===== src/rtl/jsv_pkg.sv =====
// Shared types, constants and character-class functions for the JSON stream validator.
// Depends on nothing; used by jsv_step and json_stream_validator.
package jsv_pkg;

	typedef enum logic [18:0] {
		M_VALUE     = 19'h00001,
		M_ARR_FIRST = 19'h00002,
		M_OBJ_FIRST = 19'h00004,
		M_KEY       = 19'h00008,
		M_COLON     = 19'h00010,
		M_AFTER     = 19'h00020,
		M_LIT       = 19'h00040,
		M_NUM_SIGN  = 19'h00080,
		M_NUM_ZERO  = 19'h00100,
		M_NUM_INT   = 19'h00200,
		M_NUM_DOT   = 19'h00400,
		M_NUM_FRAC  = 19'h00800,
		M_NUM_E     = 19'h01000,
		M_NUM_ESIGN = 19'h02000,
		M_NUM_EXP   = 19'h04000,
		M_STR       = 19'h08000,
		M_ESC       = 19'h10000,
		M_HEX       = 19'h20000,
		M_UTF8      = 19'h40000
	} mode_t;

	localparam logic [1:0] LIT_TRUE  = 2'd0;
	localparam logic [1:0] LIT_FALSE = 2'd1;
	localparam logic [1:0] LIT_NULL  = 2'd2;
	localparam logic [1:0] STR_KEY   = 2'd1;

	localparam logic [20:0] CP_MAX    = 21'h10FFFF;
	localparam logic [20:0] SURR_LO   = 21'h00D800;
	localparam logic [20:0] SURR_HI   = 21'h00DFFF;
	localparam logic [20:0] MIN_FOUR  = 21'h010000;
	localparam logic [20:0] MIN_THREE = 21'h000800;
	localparam logic [20:0] MIN_TWO   = 21'h000080;

	typedef struct packed {
		mode_t       mode;
		logic [1:0]  lit_kind;
		logic [2:0]  lit_idx;
		logic [2:0]  u_len;
		logic [1:0]  u_rem;
		logic [20:0] cp;
		logic [2:0]  hex_left;
		logic        err;
	} scan_t;

	typedef struct packed {
		logic push;
		logic push_bit;
		logic pop;
	} stack_op_t;

	localparam scan_t SCAN_RESET = '{mode: M_VALUE, lit_kind: 2'd0, lit_idx: 3'd0,
		u_len: 3'd0, u_rem: 2'd0, cp: 21'd0, hex_left: 3'd0, err: 1'b0};

	function automatic logic is_ws(input logic [7:0] c);
		return c == 8'h20 || c == 8'h0A || c == 8'h0D || c == 8'h09;
	endfunction

	function automatic logic is_dig(input logic [7:0] c);
		return c >= 8'h30 && c <= 8'h39;
	endfunction

	function automatic logic is_hex(input logic [7:0] c);
		return is_dig(c) || (c >= 8'h61 && c <= 8'h66) || (c >= 8'h41 && c <= 8'h46);
	endfunction

	function automatic logic [2:0] lit_len(input logic [1:0] k);
		return (k == LIT_FALSE) ? 3'd5 : 3'd4;
	endfunction

	function automatic logic [7:0] lit_char(input logic [1:0] k, input logic [2:0] i);
		logic [7:0] r;
		r = 8'h00;
		case ({k, i})
			{LIT_TRUE, 3'd1}:  r = 8'h72;
			{LIT_TRUE, 3'd2}:  r = 8'h75;
			{LIT_TRUE, 3'd3}:  r = 8'h65;
			{LIT_FALSE, 3'd1}: r = 8'h61;
			{LIT_FALSE, 3'd2}: r = 8'h6C;
			{LIT_FALSE, 3'd3}: r = 8'h73;
			{LIT_FALSE, 3'd4}: r = 8'h65;
			{LIT_NULL, 3'd1}:  r = 8'h75;
			{LIT_NULL, 3'd2}:  r = 8'h6C;
			{LIT_NULL, 3'd3}:  r = 8'h6C;
			default:           r = 8'h00;
		endcase
		return r;
	endfunction

endpackage


===== src/rtl/json_stream_validator.sv =====
// Streaming strict JSON syntax checker, one byte word per clock cycle unless text_stall is high.
// The verdict for the byte marked final is registered in the output register, or in the skid
// register while the output is held. The per-byte state update and top-of-stack register form
// the feedback loop; the container stack RAM is read one entry below the top in advance.
// Reset (arst_n low) returns the parser to "expect a value" with no containers open; the stack
// RAM itself is not cleared and needs no clearing pass.
module json_stream_validator import jsv_pkg::*; #(
	parameter int MAX_DEPTH = 256
) (
	input  logic       clk,
	input  logic       arst_n,
	input  logic       text_valid,
	output logic       text_stall,
	input  logic [7:0] text_byte,
	input  logic       final_byte,
	output logic       result_valid,
	input  logic       result_stall,
	output logic       document_ok
);

	localparam int DW = $clog2(MAX_DEPTH + 2);
	localparam int AW = (MAX_DEPTH > 1) ? $clog2(MAX_DEPTH) : 1;

	// Parser state: mode and counters, the open depth, and the innermost container kind.
	scan_t         scan_q;
	logic [DW-1:0] depth_q;
	logic          tos_q;

	// The RAM holds every open container mark except the innermost one. Its read port always
	// points at the entry just below the top so that a closing bracket finds the new top ready.
	// A push writes exactly that entry, so for the following cycle the written mark is forwarded.
	logic          fwd_q;
	logic          fwd_data_q;
	logic          ram_rd_data;
	logic          below;

	scan_t         scan_n;
	logic [DW-1:0] depth_n;
	stack_op_t     op;

	logic          accept;
	logic          take;
	logic          verdict;
	logic [DW-1:0] rd_ptr;
	logic [DW-1:0] wr_ptr;

	// Two-entry result buffer: the output register plus a skid register.
	logic          out_valid_q;
	logic          out_ok_q;
	logic          skid_valid_q;
	logic          skid_ok_q;

	assign text_stall   = skid_valid_q;
	assign accept       = text_valid && !skid_valid_q;
	assign take         = out_valid_q && !result_stall;
	assign result_valid = out_valid_q;
	assign document_ok  = out_ok_q;
	assign below        = fwd_q ? fwd_data_q : ram_rd_data;

	jsv_step #(.MAX_DEPTH(MAX_DEPTH)) u_step (
		.cur       (scan_q),
		.depth     (depth_q),
		.tos       (tos_q),
		.c         (text_byte),
		.nxt       (scan_n),
		.depth_nxt (depth_n),
		.op        (op)
	);

	// A document is accepted when no error was seen, every container is closed, and the parser
	// stands after a complete value or at the end of a number that may legally stop there.
	assign verdict = !scan_n.err && depth_n == '0 &&
		(scan_n.mode == M_AFTER || scan_n.mode == M_NUM_ZERO || scan_n.mode == M_NUM_INT ||
		 scan_n.mode == M_NUM_FRAC || scan_n.mode == M_NUM_EXP);

	// The read pointer follows the depth the parser is about to hold; a final byte resets it.
	always_comb begin
		if (accept) rd_ptr = (final_byte ? DW'(0) : depth_n) - DW'(2);
		else rd_ptr = depth_q - DW'(2);
	end
	assign wr_ptr = depth_q - DW'(1);

	jsv_ram #(.WIDTH(1), .DEPTH(MAX_DEPTH)) u_stack (
		.clk     (clk),
		.wr_en   (accept && op.push && depth_q != '0),
		.wr_addr (wr_ptr[AW-1:0]),
		.wr_data (tos_q),
		.rd_addr (rd_ptr[AW-1:0]),
		.rd_data (ram_rd_data)
	);

	always_ff @(posedge clk or negedge arst_n) begin
		if (!arst_n) begin
			scan_q     <= SCAN_RESET;
			depth_q    <= '0;
			tos_q      <= 1'b0;
			fwd_q      <= 1'b0;
			fwd_data_q <= 1'b0;
		end else begin
			fwd_q <= 1'b0;
			if (accept) begin
				if (final_byte) begin
					scan_q  <= SCAN_RESET;
					depth_q <= '0;
					tos_q   <= 1'b0;
				end else begin
					scan_q  <= scan_n;
					depth_q <= depth_n;
					if (op.push) begin
						tos_q      <= op.push_bit;
						fwd_q      <= 1'b1;
						fwd_data_q <= tos_q;
					end else if (op.pop) begin
						tos_q <= below;
					end
				end
			end
		end
	end

	always_ff @(posedge clk or negedge arst_n) begin
		if (!arst_n) begin
			out_valid_q  <= 1'b0;
			skid_valid_q <= 1'b0;
		end else begin
			if (!out_valid_q || (take && !skid_valid_q)) begin
				out_valid_q <= accept && final_byte;
			end else if (take) begin
				out_valid_q  <= 1'b1;
				skid_valid_q <= 1'b0;
			end else if (accept && final_byte) begin
				skid_valid_q <= 1'b1;
			end
		end
	end

	always_ff @(posedge clk) begin
		if (!out_valid_q || (take && !skid_valid_q)) begin
			out_ok_q <= verdict;
		end else if (take) begin
			out_ok_q <= skid_ok_q;
		end
		if (out_valid_q && !take && !skid_valid_q) begin
			skid_ok_q <= verdict;
		end
	end

endmodule


===== src/rtl/jsv_ram.sv =====
// Generic single-write, single-read synchronous RAM with a registered read port.
// Depends on nothing.
module jsv_ram #(
	parameter int WIDTH = 1,
	parameter int DEPTH = 256,
	localparam int AW = (DEPTH > 1) ? $clog2(DEPTH) : 1
) (
	input  logic             clk,
	input  logic             wr_en,
	input  logic [AW-1:0]    wr_addr,
	input  logic [WIDTH-1:0] wr_data,
	input  logic [AW-1:0]    rd_addr,
	output logic [WIDTH-1:0] rd_data
);

	logic [WIDTH-1:0] mem [DEPTH];

	always_ff @(posedge clk) begin
		if (wr_en) begin
			mem[wr_addr] <= wr_data;
		end
		rd_data <= mem[rd_addr];
	end

endmodule


===== src/rtl/jsv_step.sv =====
// Next-state logic of the parser for one byte: grammar, literals, escapes and UTF-8 checks.
// Depends on jsv_pkg; instantiated by json_stream_validator.
module jsv_step import jsv_pkg::*; #(
	parameter int MAX_DEPTH = 256,
	localparam int DW = $clog2(MAX_DEPTH + 2)
) (
	input  scan_t           cur,
	input  logic [DW-1:0]   depth,
	input  logic            tos,
	input  logic [7:0]      c,
	output scan_t           nxt,
	output logic [DW-1:0]   depth_nxt,
	output stack_op_t       op
);

	localparam logic [DW-1:0] DEPTH_LIMIT = DW'(MAX_DEPTH);

	logic        start;
	logic        after;
	logic        pop_req;
	logic [20:0] cp_new;
	logic [1:0]  rem_new;

	always_comb begin
		nxt       = cur;
		depth_nxt = depth;
		op        = '0;
		start     = 1'b0;
		after     = 1'b0;
		pop_req   = 1'b0;
		cp_new    = {cur.cp[14:0], c[5:0]};
		rem_new   = cur.u_rem - 2'd1;
		if (!cur.err) begin
			case (cur.mode)
				M_VALUE: begin
					if (!is_ws(c)) start = 1'b1;
				end
				M_ARR_FIRST: begin
					if (!is_ws(c)) begin
						if (c == 8'h5D) pop_req = 1'b1;
						else start = 1'b1;
					end
				end
				M_OBJ_FIRST: begin
					if (!is_ws(c)) begin
						if (c == 8'h7D) pop_req = 1'b1;
						else if (c == 8'h22) begin
							nxt.lit_kind = STR_KEY;
							nxt.mode     = M_STR;
						end else nxt.err = 1'b1;
					end
				end
				M_KEY: begin
					if (!is_ws(c)) begin
						if (c == 8'h22) begin
							nxt.lit_kind = STR_KEY;
							nxt.mode     = M_STR;
						end else nxt.err = 1'b1;
					end
				end
				M_COLON: begin
					if (!is_ws(c)) begin
						if (c == 8'h3A) nxt.mode = M_VALUE;
						else nxt.err = 1'b1;
					end
				end
				M_AFTER: after = 1'b1;
				M_LIT: begin
					if (cur.lit_idx >= lit_len(cur.lit_kind) ||
					    c != lit_char(cur.lit_kind, cur.lit_idx)) begin
						nxt.err = 1'b1;
					end else begin
						nxt.lit_idx = cur.lit_idx + 3'd1;
						if (cur.lit_idx + 3'd1 == lit_len(cur.lit_kind)) nxt.mode = M_AFTER;
					end
				end
				M_NUM_SIGN: begin
					if (c == 8'h30) nxt.mode = M_NUM_ZERO;
					else if (is_dig(c)) nxt.mode = M_NUM_INT;
					else nxt.err = 1'b1;
				end
				M_NUM_ZERO, M_NUM_INT: begin
					if (cur.mode == M_NUM_INT && is_dig(c)) begin
						nxt.mode = M_NUM_INT;
					end else if (c == 8'h2E) nxt.mode = M_NUM_DOT;
					else if (c == 8'h65 || c == 8'h45) nxt.mode = M_NUM_E;
					else after = 1'b1;
				end
				M_NUM_DOT: begin
					if (is_dig(c)) nxt.mode = M_NUM_FRAC;
					else nxt.err = 1'b1;
				end
				M_NUM_FRAC: begin
					if (!is_dig(c)) begin
						if (c == 8'h65 || c == 8'h45) nxt.mode = M_NUM_E;
						else after = 1'b1;
					end
				end
				M_NUM_E: begin
					if (c == 8'h2B || c == 8'h2D) nxt.mode = M_NUM_ESIGN;
					else if (is_dig(c)) nxt.mode = M_NUM_EXP;
					else nxt.err = 1'b1;
				end
				M_NUM_ESIGN: begin
					if (is_dig(c)) nxt.mode = M_NUM_EXP;
					else nxt.err = 1'b1;
				end
				M_NUM_EXP: begin
					if (!is_dig(c)) after = 1'b1;
				end
				M_STR: begin
					if (c == 8'h22) nxt.mode = (cur.lit_kind == STR_KEY) ? M_COLON : M_AFTER;
					else if (c < 8'h20) nxt.err = 1'b1;
					else if (c == 8'h5C) nxt.mode = M_ESC;
					else if (c >= 8'h80) begin
						if ((c & 8'hE0) == 8'hC0) begin
							nxt.u_len = 3'd2;
							nxt.u_rem = 2'd1;
							nxt.cp    = {16'd0, c[4:0]};
							nxt.mode  = M_UTF8;
						end else if ((c & 8'hF0) == 8'hE0) begin
							nxt.u_len = 3'd3;
							nxt.u_rem = 2'd2;
							nxt.cp    = {17'd0, c[3:0]};
							nxt.mode  = M_UTF8;
						end else if ((c & 8'hF8) == 8'hF0) begin
							nxt.u_len = 3'd4;
							nxt.u_rem = 2'd3;
							nxt.cp    = {18'd0, c[2:0]};
							nxt.mode  = M_UTF8;
						end else nxt.err = 1'b1;
					end
				end
				M_ESC: begin
					if (c == 8'h75) begin
						nxt.hex_left = 3'd4;
						nxt.mode     = M_HEX;
					end else if (c == 8'h22 || c == 8'h5C || c == 8'h2F || c == 8'h62 ||
					             c == 8'h66 || c == 8'h6E || c == 8'h72 || c == 8'h74) begin
						nxt.mode = M_STR;
					end else nxt.err = 1'b1;
				end
				M_HEX: begin
					if (!is_hex(c) || cur.hex_left == 3'd0) nxt.err = 1'b1;
					else begin
						nxt.hex_left = cur.hex_left - 3'd1;
						if (cur.hex_left == 3'd1) nxt.mode = M_STR;
					end
				end
				M_UTF8: begin
					if ((c & 8'hC0) != 8'h80) nxt.err = 1'b1;
					else begin
						nxt.cp    = cp_new;
						nxt.u_rem = rem_new;
						if (rem_new == 2'd0) begin
							if ((cur.u_len == 3'd2 && cp_new < MIN_TWO) ||
							    (cur.u_len == 3'd3 && cp_new < MIN_THREE) ||
							    (cur.u_len == 3'd4 && cp_new < MIN_FOUR) ||
							    cp_new > CP_MAX ||
							    (cp_new >= SURR_LO && cp_new <= SURR_HI)) begin
								nxt.err = 1'b1;
							end else nxt.mode = M_STR;
						end
					end
				end
				default: nxt.err = 1'b1;
			endcase

			if (start) begin
				if (depth > DEPTH_LIMIT) nxt.err = 1'b1;
				else if (c == 8'h7B || c == 8'h5B) begin
					op.push     = 1'b1;
					op.push_bit = (c == 8'h5B);
					depth_nxt   = depth + DW'(1);
					nxt.mode    = (c == 8'h5B) ? M_ARR_FIRST : M_OBJ_FIRST;
				end else if (c == 8'h22) begin
					nxt.lit_kind = 2'd0;
					nxt.mode     = M_STR;
				end else if (c == 8'h74 || c == 8'h66 || c == 8'h6E) begin
					nxt.lit_kind = (c == 8'h74) ? LIT_TRUE : (c == 8'h66) ? LIT_FALSE : LIT_NULL;
					nxt.lit_idx  = 3'd1;
					nxt.mode     = M_LIT;
				end else if (c == 8'h2D) nxt.mode = M_NUM_SIGN;
				else if (c == 8'h30) nxt.mode = M_NUM_ZERO;
				else if (is_dig(c)) nxt.mode = M_NUM_INT;
				else nxt.err = 1'b1;
			end

			if (after) begin
				nxt.mode = M_AFTER;
				if (!is_ws(c)) begin
					if (depth == '0) nxt.err = 1'b1;
					else if (c == 8'h2C) nxt.mode = tos ? M_VALUE : M_KEY;
					else if ((c == 8'h7D && !tos) || (c == 8'h5D && tos)) pop_req = 1'b1;
					else nxt.err = 1'b1;
				end
			end

			if (pop_req) begin
				if (depth == '0) nxt.err = 1'b1;
				else begin
					op.pop    = 1'b1;
					depth_nxt = depth - DW'(1);
					nxt.mode  = M_AFTER;
				end
			end
		end
	end

endmodule

===== config.mk =====
export PLATFORM = sky130hd
export DESIGN_NAME = json_stream_validator
export DESIGN_NICKNAME = d
export VERILOG_FILES = /design/src/rtl/jsv_pkg.sv /design/src/rtl/json_stream_validator.sv /design/src/rtl/jsv_ram.sv /design/src/rtl/jsv_step.sv
export SDC_FILE = /design/constraint.sdc
export NUM_CORES = 1
export LEC_CHECK = 0
export ABC_AREA = 1
export BUFFER_PORTS_ARGS = -buffer_cell sky130_fd_sc_hd__buf_2
export CORE_UTILIZATION = 61
export CTS_CLUSTER_SIZE = 16
export DETAILED_ROUTE_END_ITERATION = 10
export PLACE_DENSITY = 0.77
export SLEW_MARGIN = 10
export SYNTH_ARGS = -nofsm -noshare
export SYNTH_HDL_FRONTEND = slang
export SYNTH_SLANG_ARGS = --single-unit

===== constraint.sdc =====
create_clock -name clk -period 7.65 [get_ports clk]
set_input_delay 1.1475 -clock clk [delete_from_list [all_inputs] [get_ports clk]]
set_output_delay 1.1475 -clock clk [all_outputs]
set_load 0.1 [all_outputs]

After elaboration in Yosys (flattened, before gate mapping) --
Memories as Yosys holds them, arrays and structs flattened. A register that Yosys moved wholly into a read port is not among the register bits. Cells that the tools add are included.
Storage, ports and cells: word-level logic and storage cells 365, memory bits (read-only) 224, RAM bits 256, memories kept 2, output and inout bits 3, register bits after elaboration 64, bits of input ports 13
Cells by class: order comparisons 16, bitwise operators 2, equal/unequal tests 72, reduce and logical (&&, ||, !) cells 79, mux-type cells 171, add/subtract/negate cells 7
Memories:
- u_stack.mem | depth 256, bits a word 1, read ports 1, clocked after memory_dff 1, write ports 1, line jsv_ram.sv:16 | logic [WIDTH-1:0] mem [DEPTH];
- (name not given) | depth 32, bits a word 7, read ports 1, clocked after memory_dff 0, write ports 0, line jsv_pkg.sv:78 | case ({k, i})
Operator list (count):
- 19-bit two-way mux | 38
- 19-bit case mux with 14 select lines | 1
- 21-bit two-way mux | 9
- 26-bit two-way mux | 7
- 54-bit two-way mux | 2
- 8-bit by 7-bit == test with 1-bit output (second input constant) | 13
- 1-bit two-way mux | 75
- 8-bit by 6-bit == test with 1-bit output (second input constant) | 9
- 9-bit two-way mux | 7
- 24-bit two-way mux | 2
- 23-bit case mux with 2 select lines | 1
- 19-bit by 10-bit == test with 1-bit output (second input constant) | 2
- 19-bit by 12-bit == test with 1-bit output (second input constant) | 2
- 19-bit by 15-bit == test with 1-bit output (second input constant) | 2
- 19-bit by 6-bit == test with 1-bit output (second input constant) | 2
- 19-bit by 9-bit == test with 1-bit output (second input constant) | 2
- 1-bit logical OR | 29
- 3-bit two-way mux | 9
- 8-bit by 4-bit == test with 1-bit output (second input constant) | 3
- 8-bit two-way mux | 3
- 23-bit two-way mux | 1
- 21-bit by 16-bit greater-or-equal comparator with 1-bit output (second input constant) | 1
- 21-bit greater-than comparator (second input constant) | 1
- 21-bit by 16-bit <= comparator with 1-bit output (second input constant) | 1
- 69 further kinds | 125

Logic depth before layout (Yosys ltp) --
Gate-level depths: netlist (run 1).
depth after elaboration 34, gate-level depth with buffers 31, gate-level depth less buffers 28

Cells and area by module --
Synthesis (run 1) repeated with hierarchy kept, for this count alone.
Unflattened totals: cells, all modules 2537, area, all modules 19781.5 sq um
Modules (own cells, without submodules):
- jsv_ram | times used 1, seq. area each 7707.4 sq um, area an instance 11717.5 sq um, cells each 1184
- jsv_step | times used 1, seq. area each 0.0 sq um, area an instance 4683.2 sq um, cells each 943
- json_stream_validator | times used 1, seq. area each 1762.9 sq um, area an instance 3380.7 sq um, cells each 410

Least setup slack after synthesis (run 1) --
No wires, ideal clock.
path kind register to register, start register tos_q, end register u_stack.rd_data, read port of u_stack.mem, cell stages (with the launch flop) 24, slack 1.366 ns, arrival 6.171 ns, clock period less this slack 6.284 ns, buffers on the path 4, library setup time 0.113 ns, data required time 7.537 ns, cells stage by stage dfrtp_1 -> inv_1 -> o21ai_0 -> nor2_1 -> nand2_1 -> nand2_2 -> nand2_1 -> nand3_1 -> nand3_1 -> nor2_1 -> nor2_1 -> buf_4 -> buf_2 -> ha_1 -> clkbuf_1 -> inv_1 -> clkbuf_1 -> nand3_1 -> nand3_1 -> nand3_1 -> nand3_1 -> nand3_1 -> nand3_1 -> nand2_1
On the way: longest elaborated chain between the ends 14, elaborated cells on any way between the ends 15, those cells by class 1 x add/sub; 10 x mux; 4 x reduce/logical
RTL lines:
- start: declaration | line json_stream_validator.sv:27 | logic tos_q;
- start signal: assignment | line json_stream_validator.sv:110 | tos_q <= op.push_bit;
- start signal: assignment | line json_stream_validator.sv:114 | tos_q <= below;
- 1-bit zero test | line jsv_step.sv:194 | else if ((c == 8'h7D && !tos) || (c == 8'h5D && tos)) pop_req = 1'b1;
- 1-bit logical AND | line jsv_step.sv:194
- 1-bit logical OR * | line jsv_step.sv:194
- 1-bit two-way mux * | line jsv_step.sv:194
- 1-bit two-way mux * | line jsv_step.sv:193 | else if (c == 8'h2C) nxt.mode = tos ? M_VALUE : M_KEY;
- 1-bit two-way mux * | line jsv_step.sv:192 | if (depth == '0) nxt.err = 1'b1;
- 1-bit two-way mux * | line jsv_step.sv:191 | if (!is_ws(c)) begin
- 1-bit two-way mux * | line jsv_step.sv:189 | if (after) begin
- 1-bit two-way mux * | line jsv_step.sv:33 | if (!cur.err) begin
- 9-bit two-way mux * | line jsv_step.sv:199 | if (pop_req) begin
- 9-bit two-way mux * | line jsv_step.sv:33
- 9-bit two-way mux *
- 8-bit by 2-bit subtractor with 8-bit output * | line json_stream_validator.sv:78 | if (accept) rd_ptr = (final_byte ? DW'(0) : depth_n) - DW'(2);
- 8-bit two-way mux * | line json_stream_validator.sv:78
- end: declaration | line jsv_ram.sv:13 | output logic [WIDTH-1:0] rd_data
Every way passes the cells marked *; elsewhere a longest branch is shown, timed or not. The select of a mux whose other input is x is not followed. A chain may end at the register's enable or synchronous reset.

Final worst setup path (run 1) --
start input text_byte[7], end register u_stack.rd_data, read port of u_stack.mem
On the way: longest elaborated chain between the ends 17, elaborated cells on any way between the ends 56, those cells by class 1 x add/sub; 2 x order compare; 12 x eq/ne; 31 x mux; 10 x reduce/logical
RTL lines:
- start: declaration | line json_stream_validator.sv:14 | input logic [7:0] text_byte,
- 8-bit by 6-bit == test with 1-bit output / 8-bit by 4-bit == test with 1-bit output (equally long branches) | line jsv_pkg.sv:60 | return c == 8'h20 || c == 8'h0A || c == 8'h0D || c == 8'h09;
- 1-bit logical OR (3 in a row) | line jsv_pkg.sv:60
- 1-bit two-way mux (on tied branches) | line jsv_step.sv:45, jsv_step.sv:39
- 1-bit case mux with 2 select lines | line jsv_step.sv:34 | case (cur.mode)
- 1-bit two-way mux | line jsv_step.sv:194
- 1-bit two-way mux | line jsv_step.sv:193
- 1-bit two-way mux | line jsv_step.sv:192
- 1-bit two-way mux | line jsv_step.sv:191
- 1-bit two-way mux | line jsv_step.sv:189
- 1-bit two-way mux | line jsv_step.sv:33
- 9-bit two-way mux * | line jsv_step.sv:199
- 9-bit two-way mux * | line jsv_step.sv:33
- 9-bit two-way mux *
- 8-bit by 2-bit subtractor with 8-bit output * | line json_stream_validator.sv:78
- 8-bit two-way mux * | line json_stream_validator.sv:78
Marks and branches as above.

==> results of run 1 <==
==> cell families (layout without fill, tap and decap cells) <==
kind of cell | after synthesis | after routing
DFF | 321 | 321
xor gates and xnor gates | 19 | 19
adders and majority gates | 18 | 18
AOI/OAI and AO/OA | 213 | 213
and+or+nand+nor | 1329 | 1329
muxes | 1 | 1
buffers and inverters | 398 | 383
==> worst register-to-register path: stages, from the launching register on <==
cell and delay, ns:
dfrtp_1 0.51, inv_1 0.26, ha_1 0.25, nand2_1 0.07
nor2_1 0.15, nand3_1 0.14, nor2_1 0.11, nand2_1 0.09
nor2_2 0.36, inv_1 0.26, nand3_2 0.21, nand2_2 0.12
nand2_2 0.10, nand3_4 0.10, nand2_4 0.07, buf_4 0.65
inv_2 0.62, nand2_1 0.18, nand2_1 0.06, nand2_1 0.05
nand3_1 0.09, nand3_1 0.14, nand3_1 0.08, nand3_1 0.15
nand3_1 0.09, nand3_1 0.08, nand2_1 0.05
==> power groups by stage <==
stage	clock network, W	registers, W	logic, W
after global placement	0	0.00232	0.00279
final	0.00173	0.00230	0.00293
after CTS	0.00173	0.00229	0.00285
after floorplan	0	0.00246	0.00180
after detailed placement	0	0.00233	0.00283
after global routing	0.00180	0.00231	0.00313
==> cell usage in the layout (no fill, tap or decap), types with 7 or more instances in the layout <==
cell	n
inv_1	262
nand2_2	9
clkbuf_16	36
nor2_2	7
nor4_1	15
buf_2	15
nor3_1	35
clkinv_1	10
dfrtp_1	60
nand4_1	26
nand3b_1	74
o31ai_1	14
inv_2	15
a21oi_1	25
xor2_1	13
nor2_1	373
nand3_1	313
clkbuf_1	10
nand2_1	447
o21ai_0	87
o211ai_1	22
o22ai_1	23
ha_1	18
buf_4	23
edfxtp_1	258
==> registers in the layout (all words and copies together) (netlist names) <==
name and flops:
skid_ok_q 1, result_valid 1, u_stack.rd_data 1, text_stall 1, scan_q 48, document_ok 1
u_stack.mem 256, depth_q 9, tos_q 1, fwd_q 1, fwd_data_q 1
==> cells in the mapped netlist (3+ instances only) <==
cell type and instances:
o21ai_0 87, o31ai_1 14, buf_4 4, nor2_2 7, and2_1 3, o22ai_1 23, o221ai_1 5, dfrtp_1 61
o311ai_0 3, xnor2_1 4, clkbuf_1 63, inv_1 262, buf_6 8, nor2_1 374, nand2_1 447, xor2_1 13
nor2_4 3, nand3b_1 74, buf_2 35, clkinv_1 4, a21oi_1 25, nand3_2 4, edfxtp_1 258, nand3_1 313
o2111ai_1 5, or2_2 4, o21ai_1 6, nor4_1 15, ha_1 18, o211ai_1 22, nor3_1 35, nand4_1 26
inv_2 15, a22oi_1 3, buf_1 7, nand2_2 9
==> routing by layer <==
| layer | vias up | wire, um | global-route usage | share of wire |
|---|---|---|---|---|
| li1 | 7612 | - | - | - |
| met1 | 7847 | 23100 | 0.530 | 0.41 |
| met2 | 1045 | 25000 | 0.549 | 0.44 |
| met3 | 138 | 6760 | 0.0683 | 0.12 |
| met4 | 2 | 1630 | 0.112 | 0.029 |
| met5 | - | 12 | 0 | 0.00021 |
==> how the worst min path moves through the flow <==
| stage | cells after the start | to | startpoint | slack [ns] |
|---|---|---|---|---|
| after global placement | 2 | scan_q[15] | scan_q[15] | 0.47 |
| after floorplan | 2 | scan_q[16] | scan_q[16] | 0.45 |
| final | 2 | scan_q[16] | scan_q[16] | 0.48 |
| after detailed placement | 2 | scan_q[16] | scan_q[16] | 0.47 |
| after CTS | 2 | scan_q[16] | scan_q[16] | 0.49 |
| after global routing | 2 | scan_q[26] | scan_q[26] | 0.52 |
==> per-stage QoR <==
stage               setup slack [ns]  utilization  power (W)  cells  cell area [um^2]
floorplan                       1.37            -    0.00426   2299             18700
global placement                2.11        0.633    0.00512   2610             18900
detailed placement              2.01        0.633    0.00515   2610             18900
CTS                             2.52        0.671    0.00687   2674             20100
global route                    1.95        0.671    0.00724   2674             20100
finish                          2.36        0.671    0.00696   2674             20100
==> cell type report <==
class                   count  area [um^2]
clock inverters            16          188
flip-flops and latches    321         9320
well taps                 390          488
fillers                  2445         9820
multi-input cells        1580         7790
inverters                 281         1050
repair buffers             38          248
clock buffers              48          966
==> out/metrics.yaml, run 1 <==
crit_start: "text_byte[7]"
worst_r2r_endpoint: "u_stack.rd_data"
final_hold_viol_count: 0
slew_violations: 0
power_density_nw_per_um2: 347
pwr-share-seq: 0.330
clk_pin_slew_worst_paths_ns: 0.06
synthMuxAreaShare: 0.000602
synth_top_family_by_area: "simple AND/OR/NAND/NOR gates"
synthTopCellsByArea: "edfxtp_1 (41%), nand2_1 (9.0%), nand3_1 (8.4%), dfrtp_1 (8.2%), nor2_1 (7.5%)"
cts_root_buffer: "clkbuf_16"
via_per_inst: 6.22
drc: 0
cts_buffer_depth: 3
finalWirelength_mm: 56.5
slowest_delay_ns: 0.65
dieArea_um2: 31400
r2r_cells: 26
status: "finished, final reports clean"
io_buffers: 15
endpoint_kind: "register"
max-slew-margin-rel: 0.174
path_max_fanout: 80
path_depth: 30
wl_per_cell_um: 21.1
synth_edf_count: 258
synthXorXnorAreaFrac: 0.0103
synthDistinctLibCells: 64
insertion_delay_ns: 0.52
whs_ns: 0.482
synthAdderAreaFrac: 0.0120
fin_skew_ns: 0.0246
ys_warn_count: 0
cpLargestDelayFamily: "simple AND/OR/NAND/NOR gates"
yosys.area.top_type_share: 0.414
combPwrFrac: 0.422
critical_path.slowest_cell: "buf_4"
startpoint_type: "input port"
async_reset_ff_frac: 0.193
io_pins: 16
critPathBufInv: 5
syn_avg_cell_area_um2: 8.14
max-vdd-ir-drop_mv: 0.297
ys.flop_type: "edfxtp_1"
syn-instance-count: 2299
gp_congestion: 0.981
leakagePower_nw: 7.90
hold_class: "reg -> reg"
syn_to_final_growth_pct: 7.22
crit_end: "u_stack.rd_data"
synth_top_area_cell: "edfxtp_1"
final_nets: 2288
antenna_cells: 0
swShare: 0.435
initial_core_util: 0.626
path_class: "in -> reg"
setup-tns-final_ns: 0
h-tree-depth: 2
synth-compound-area-share: 0.0707
dieWidth_um: 177
rr_startpoint: "depth_q[0]"
detail-route-antenna-nets: 0
tightest_slew_ns: 1.24
drive_gt1_frac: 0.0657
gr-total-overflow: 0
antenna_found_initial: 1
fin_crit_sh: 0.692
p_int_w: 0.00393
yosys.area_share.simple: 0.322
vias: 16600
cp.arrival_ns: 5.72
synth-seq-cells: 321
grt_pass1_vias: 15400
rsz0062_at_grt: "no"
core_area_um2: 29900
cts-buffers-inserted: 35
post_cts_buffers: 0
die_y_um: 177
grt_max_degree: 139
syn_area_um2: 18700
grt_pass1_wl_mm: 87.1
cts_tree: "done"
ys_seq_area_frac: 0.498
cts_resized: 0
row_count: 63
post-route-min-period_ns: 5.29
maxCapViolations: 0
p_sw_w: 0.00303
clockPowerShare: 0.248
cp.required_ns: 8.07
cts.hold.buffers_added: 0
setup_viol: 0
firstDrtPassIters: 6
drt_iter0_markers: 2621
max_freq_mhz: 189
syn_nets: 2330
cts_sinks: 321
path_common_cell: "nand2_1"
hpwl_mm: 36.2
grt_usage: 0.364
rrSetupSlack_ns: 2.54
(Power assumes the default switching activity.)
==> run 2: changes to the inputs <==
==> constraint.sdc (replaced) <==
create_clock -name clk -period 5.1 [get_ports clk]
set_input_delay 0.765 -clock clk [delete_from_list [all_inputs] [get_ports clk]]
set_output_delay 0.765 -clock clk [all_outputs]
set_load 0.1 [all_outputs]
==> out/metrics.yaml, run 2 (same netlist as run 1, synthesis figures left out) <==
status: "finished, final reports clean"
critPathBufInv: 3  # -2
grt_usage: 0.361  # -0.00286
core_area_um2: 29900  # unchanged
final_hold_viol_count: 0  # unchanged
insertion_delay_ns: 0.54  # +0.02 ns
regMostFlops: "u_stack.mem"
path_common_cell: "nand2_1"
fin_skew_ns: 0.0202  # -0.00440 ns
gp_congestion: 0.977  # -0.43%
cts-buffers-inserted: 35  # unchanged
startpoint_type: "register"
cts_sinks: 321  # unchanged
max-slew-margin-rel: 0.164  # -0.00913
tightest_slew_ns: 1.25  # +0.0137 ns
cts_buffer_depth: 3  # unchanged
final_cell_mix: "nand2_1 (447), nor2_1 (373), nand3_1 (313), inv_1 (262), edfxtp_1 (258)"
dieArea_um2: 31400  # unchanged
hpwl_mm: 36.2  # -0.21%
post-route-util: 0.676  # +0.00490
cts_tree: "done"
rrSetupSlack_ns: 0.38  # -2.16 ns
vias: 16600  # -0.21%
critical_path.slowest_cell: "dfrtp_1"
die_y_um: 177  # unchanged
gr-total-overflow: 0  # unchanged
drt_iter0_markers: 2473  # -5.6%
hold_class: "in -> async"
path_class: "reg -> reg"
fin_crit_sh: 0.926
dieWidth_um: 177  # unchanged
via_per_inst: 6.19  # -0.51%
reg_top3: "u_stack.mem x256, scan_q x48, depth_q x9"
wl_per_cell_um: 20.9  # -1.0%
detail-route-antenna-nets: 0  # unchanged
cts_root_buffer: "clkbuf_16"
syn_to_final_growth_pct: 8.00
n_fill_cell: 2413  # -1.3%
slowest_delay_ns: 0.48  # -0.17 ns
rsz0062_at_grt: "no"
cpLargestDelayFamily: "simple AND/OR/NAND/NOR gates"
cp.required_ns: 5.53  # -2.54 ns
setup-tns-final_ns: 0  # unchanged
endpoint_kind: "register"
final_nets: 2298  # +0.44%
antenna_cells: 0  # unchanged
setup_viol: 0  # unchanged
r2r_cells: 25  # -3.8%
worst_r2r_endpoint: "u_stack.rd_data"
firstDrtPassIters: 6  # unchanged
cts.hold.buffers_added: 0  # unchanged
io_buffers: 15  # unchanged
power_density_nw_per_um2: 511  # +47%
row_count: 63  # unchanged
grt_pass1_vias: 15600  # +1.0%
largest_reg_flops: 256  # unchanged
max_freq_mhz: 212
cts_resized: 0  # unchanged
antenna_found_initial: 0  # -1
post_cts_buffers: 0  # unchanged
clk_pin_slew_worst_paths_ns: 0.06  # about the same
slew_violations: 0  # unchanged
grt_max_degree: 262  # +88%
h-tree-depth: 2  # unchanged
post-route-min-period_ns: 4.72
grt_pass1_wl_mm: 86.3  # -0.89%
leakagePower_nw: 7.97  # +0.79%
rr_startpoint: "depth_q[0]"
drc: 0  # unchanged
drive_gt1_frac: 0.0694  # +0.00370
io_pins: 16  # unchanged
path_max_fanout: 8  # -90%
finalWirelength_mm: 56.1  # -0.74%
design_area_um2: 20200  # +0.73%
maxCapViolations: 0  # unchanged
max-vdd-ir-drop_mv: 0.486  # +64%
place_area_um2: 19100  # +0.93%
total_power_w: 0.0103  # +48%
initial_core_util: 0.626  # unchanged
cp.arrival_ns: 5.15  # -0.57 ns
final_common_cell: "nand2_1"
run 2: stage by stage:
| step | setup slack [ns] | hold WS [ns] | cells |
|---|---|---|---|
| after floorplan | 0.285 | 0.450 | 2299 |
| after detailed placement | 0.476 | 0.478 | 2620 |
| after global routing | 0.0634 | 0.503 | 2682 |
| after global placement | 0.506 | 0.464 | 2620 |
| after CTS | 0.638 | 0.449 | 2682 |
| final | 0.376 | 0.388 | 2682 |
run 2: report_power, final:
| group | switching [W] | leakage [nW] | internal (W) |
|---|---|---|---|
| clock network | 0.00108 | 0.537 | 0.00144 |
| logic | 0.00322 | 4.27 | 0.00116 |
| registers | 0.000152 | 3.16 | 0.00327 |
run 2: layout make-up:
class | instances | area (um^2) | share of cell area
Clock buffer | 43 | 916 | 0.0453
Clock inverter | 19 | 209 | 0.0103
Inverter | 281 | 1050 | 0.0522
Multi-Input combinational cell | 1580 | 7790 | 0.386
Sequential cell | 321 | 9320 | 0.461
Tap cell | 390 | 488 | 0.0242
Timing Repair Buffer | 48 | 423 | 0.0209
run 2: per-layer routing:
layer / vias to the layer above / track usage / share of wire
met5: - / 0 / 0
met3: 155 / 0.0859 / 0.12
li1: 7623 / - / -
met2: 1002 / 0.556 / 0.44
met4: 0 / 0.117 / 0.032
met1: 7829 / 0.502 / 0.40
run 2: worst register-to-register path, stage by stage (launching register included):
cell and delay, ns:
dfrtp_1 0.48, inv_1 0.27, ha_1 0.24, nand2_1 0.06
nor2_1 0.16, nand3_1 0.13, nor2_1 0.10, nand2_1 0.09
nor2_2 0.34, inv_1 0.24, a21oi_1 0.29, o21ai_0 0.14
nand2_1 0.28, nand2_1 0.11, nand2_1 0.09, nand2_1 0.06
nand3_1 0.09, nand2_1 0.14, nor2_1 0.16, nand2_1 0.10
xor2_2 0.38, inv_1 0.24, nand3_1 0.14, nand3_1 0.12
nand3_1 0.11, nand2_1 0.05
run 2: worst max path at each step:
stage	startpoint	to	slack, ns	cells after the start
floorplan	tos_q	u_stack.rd_data	0.28	23
global placement	text_byte[2]	u_stack.rd_data	0.51	24
detailed placement	text_byte[7]	u_stack.rd_data	0.48	26
CTS	depth_q[0]	u_stack.rd_data	0.64	25
global route	depth_q[0]	u_stack.rd_data	0.06	25
finish	depth_q[0]	u_stack.rd_data	0.38	25
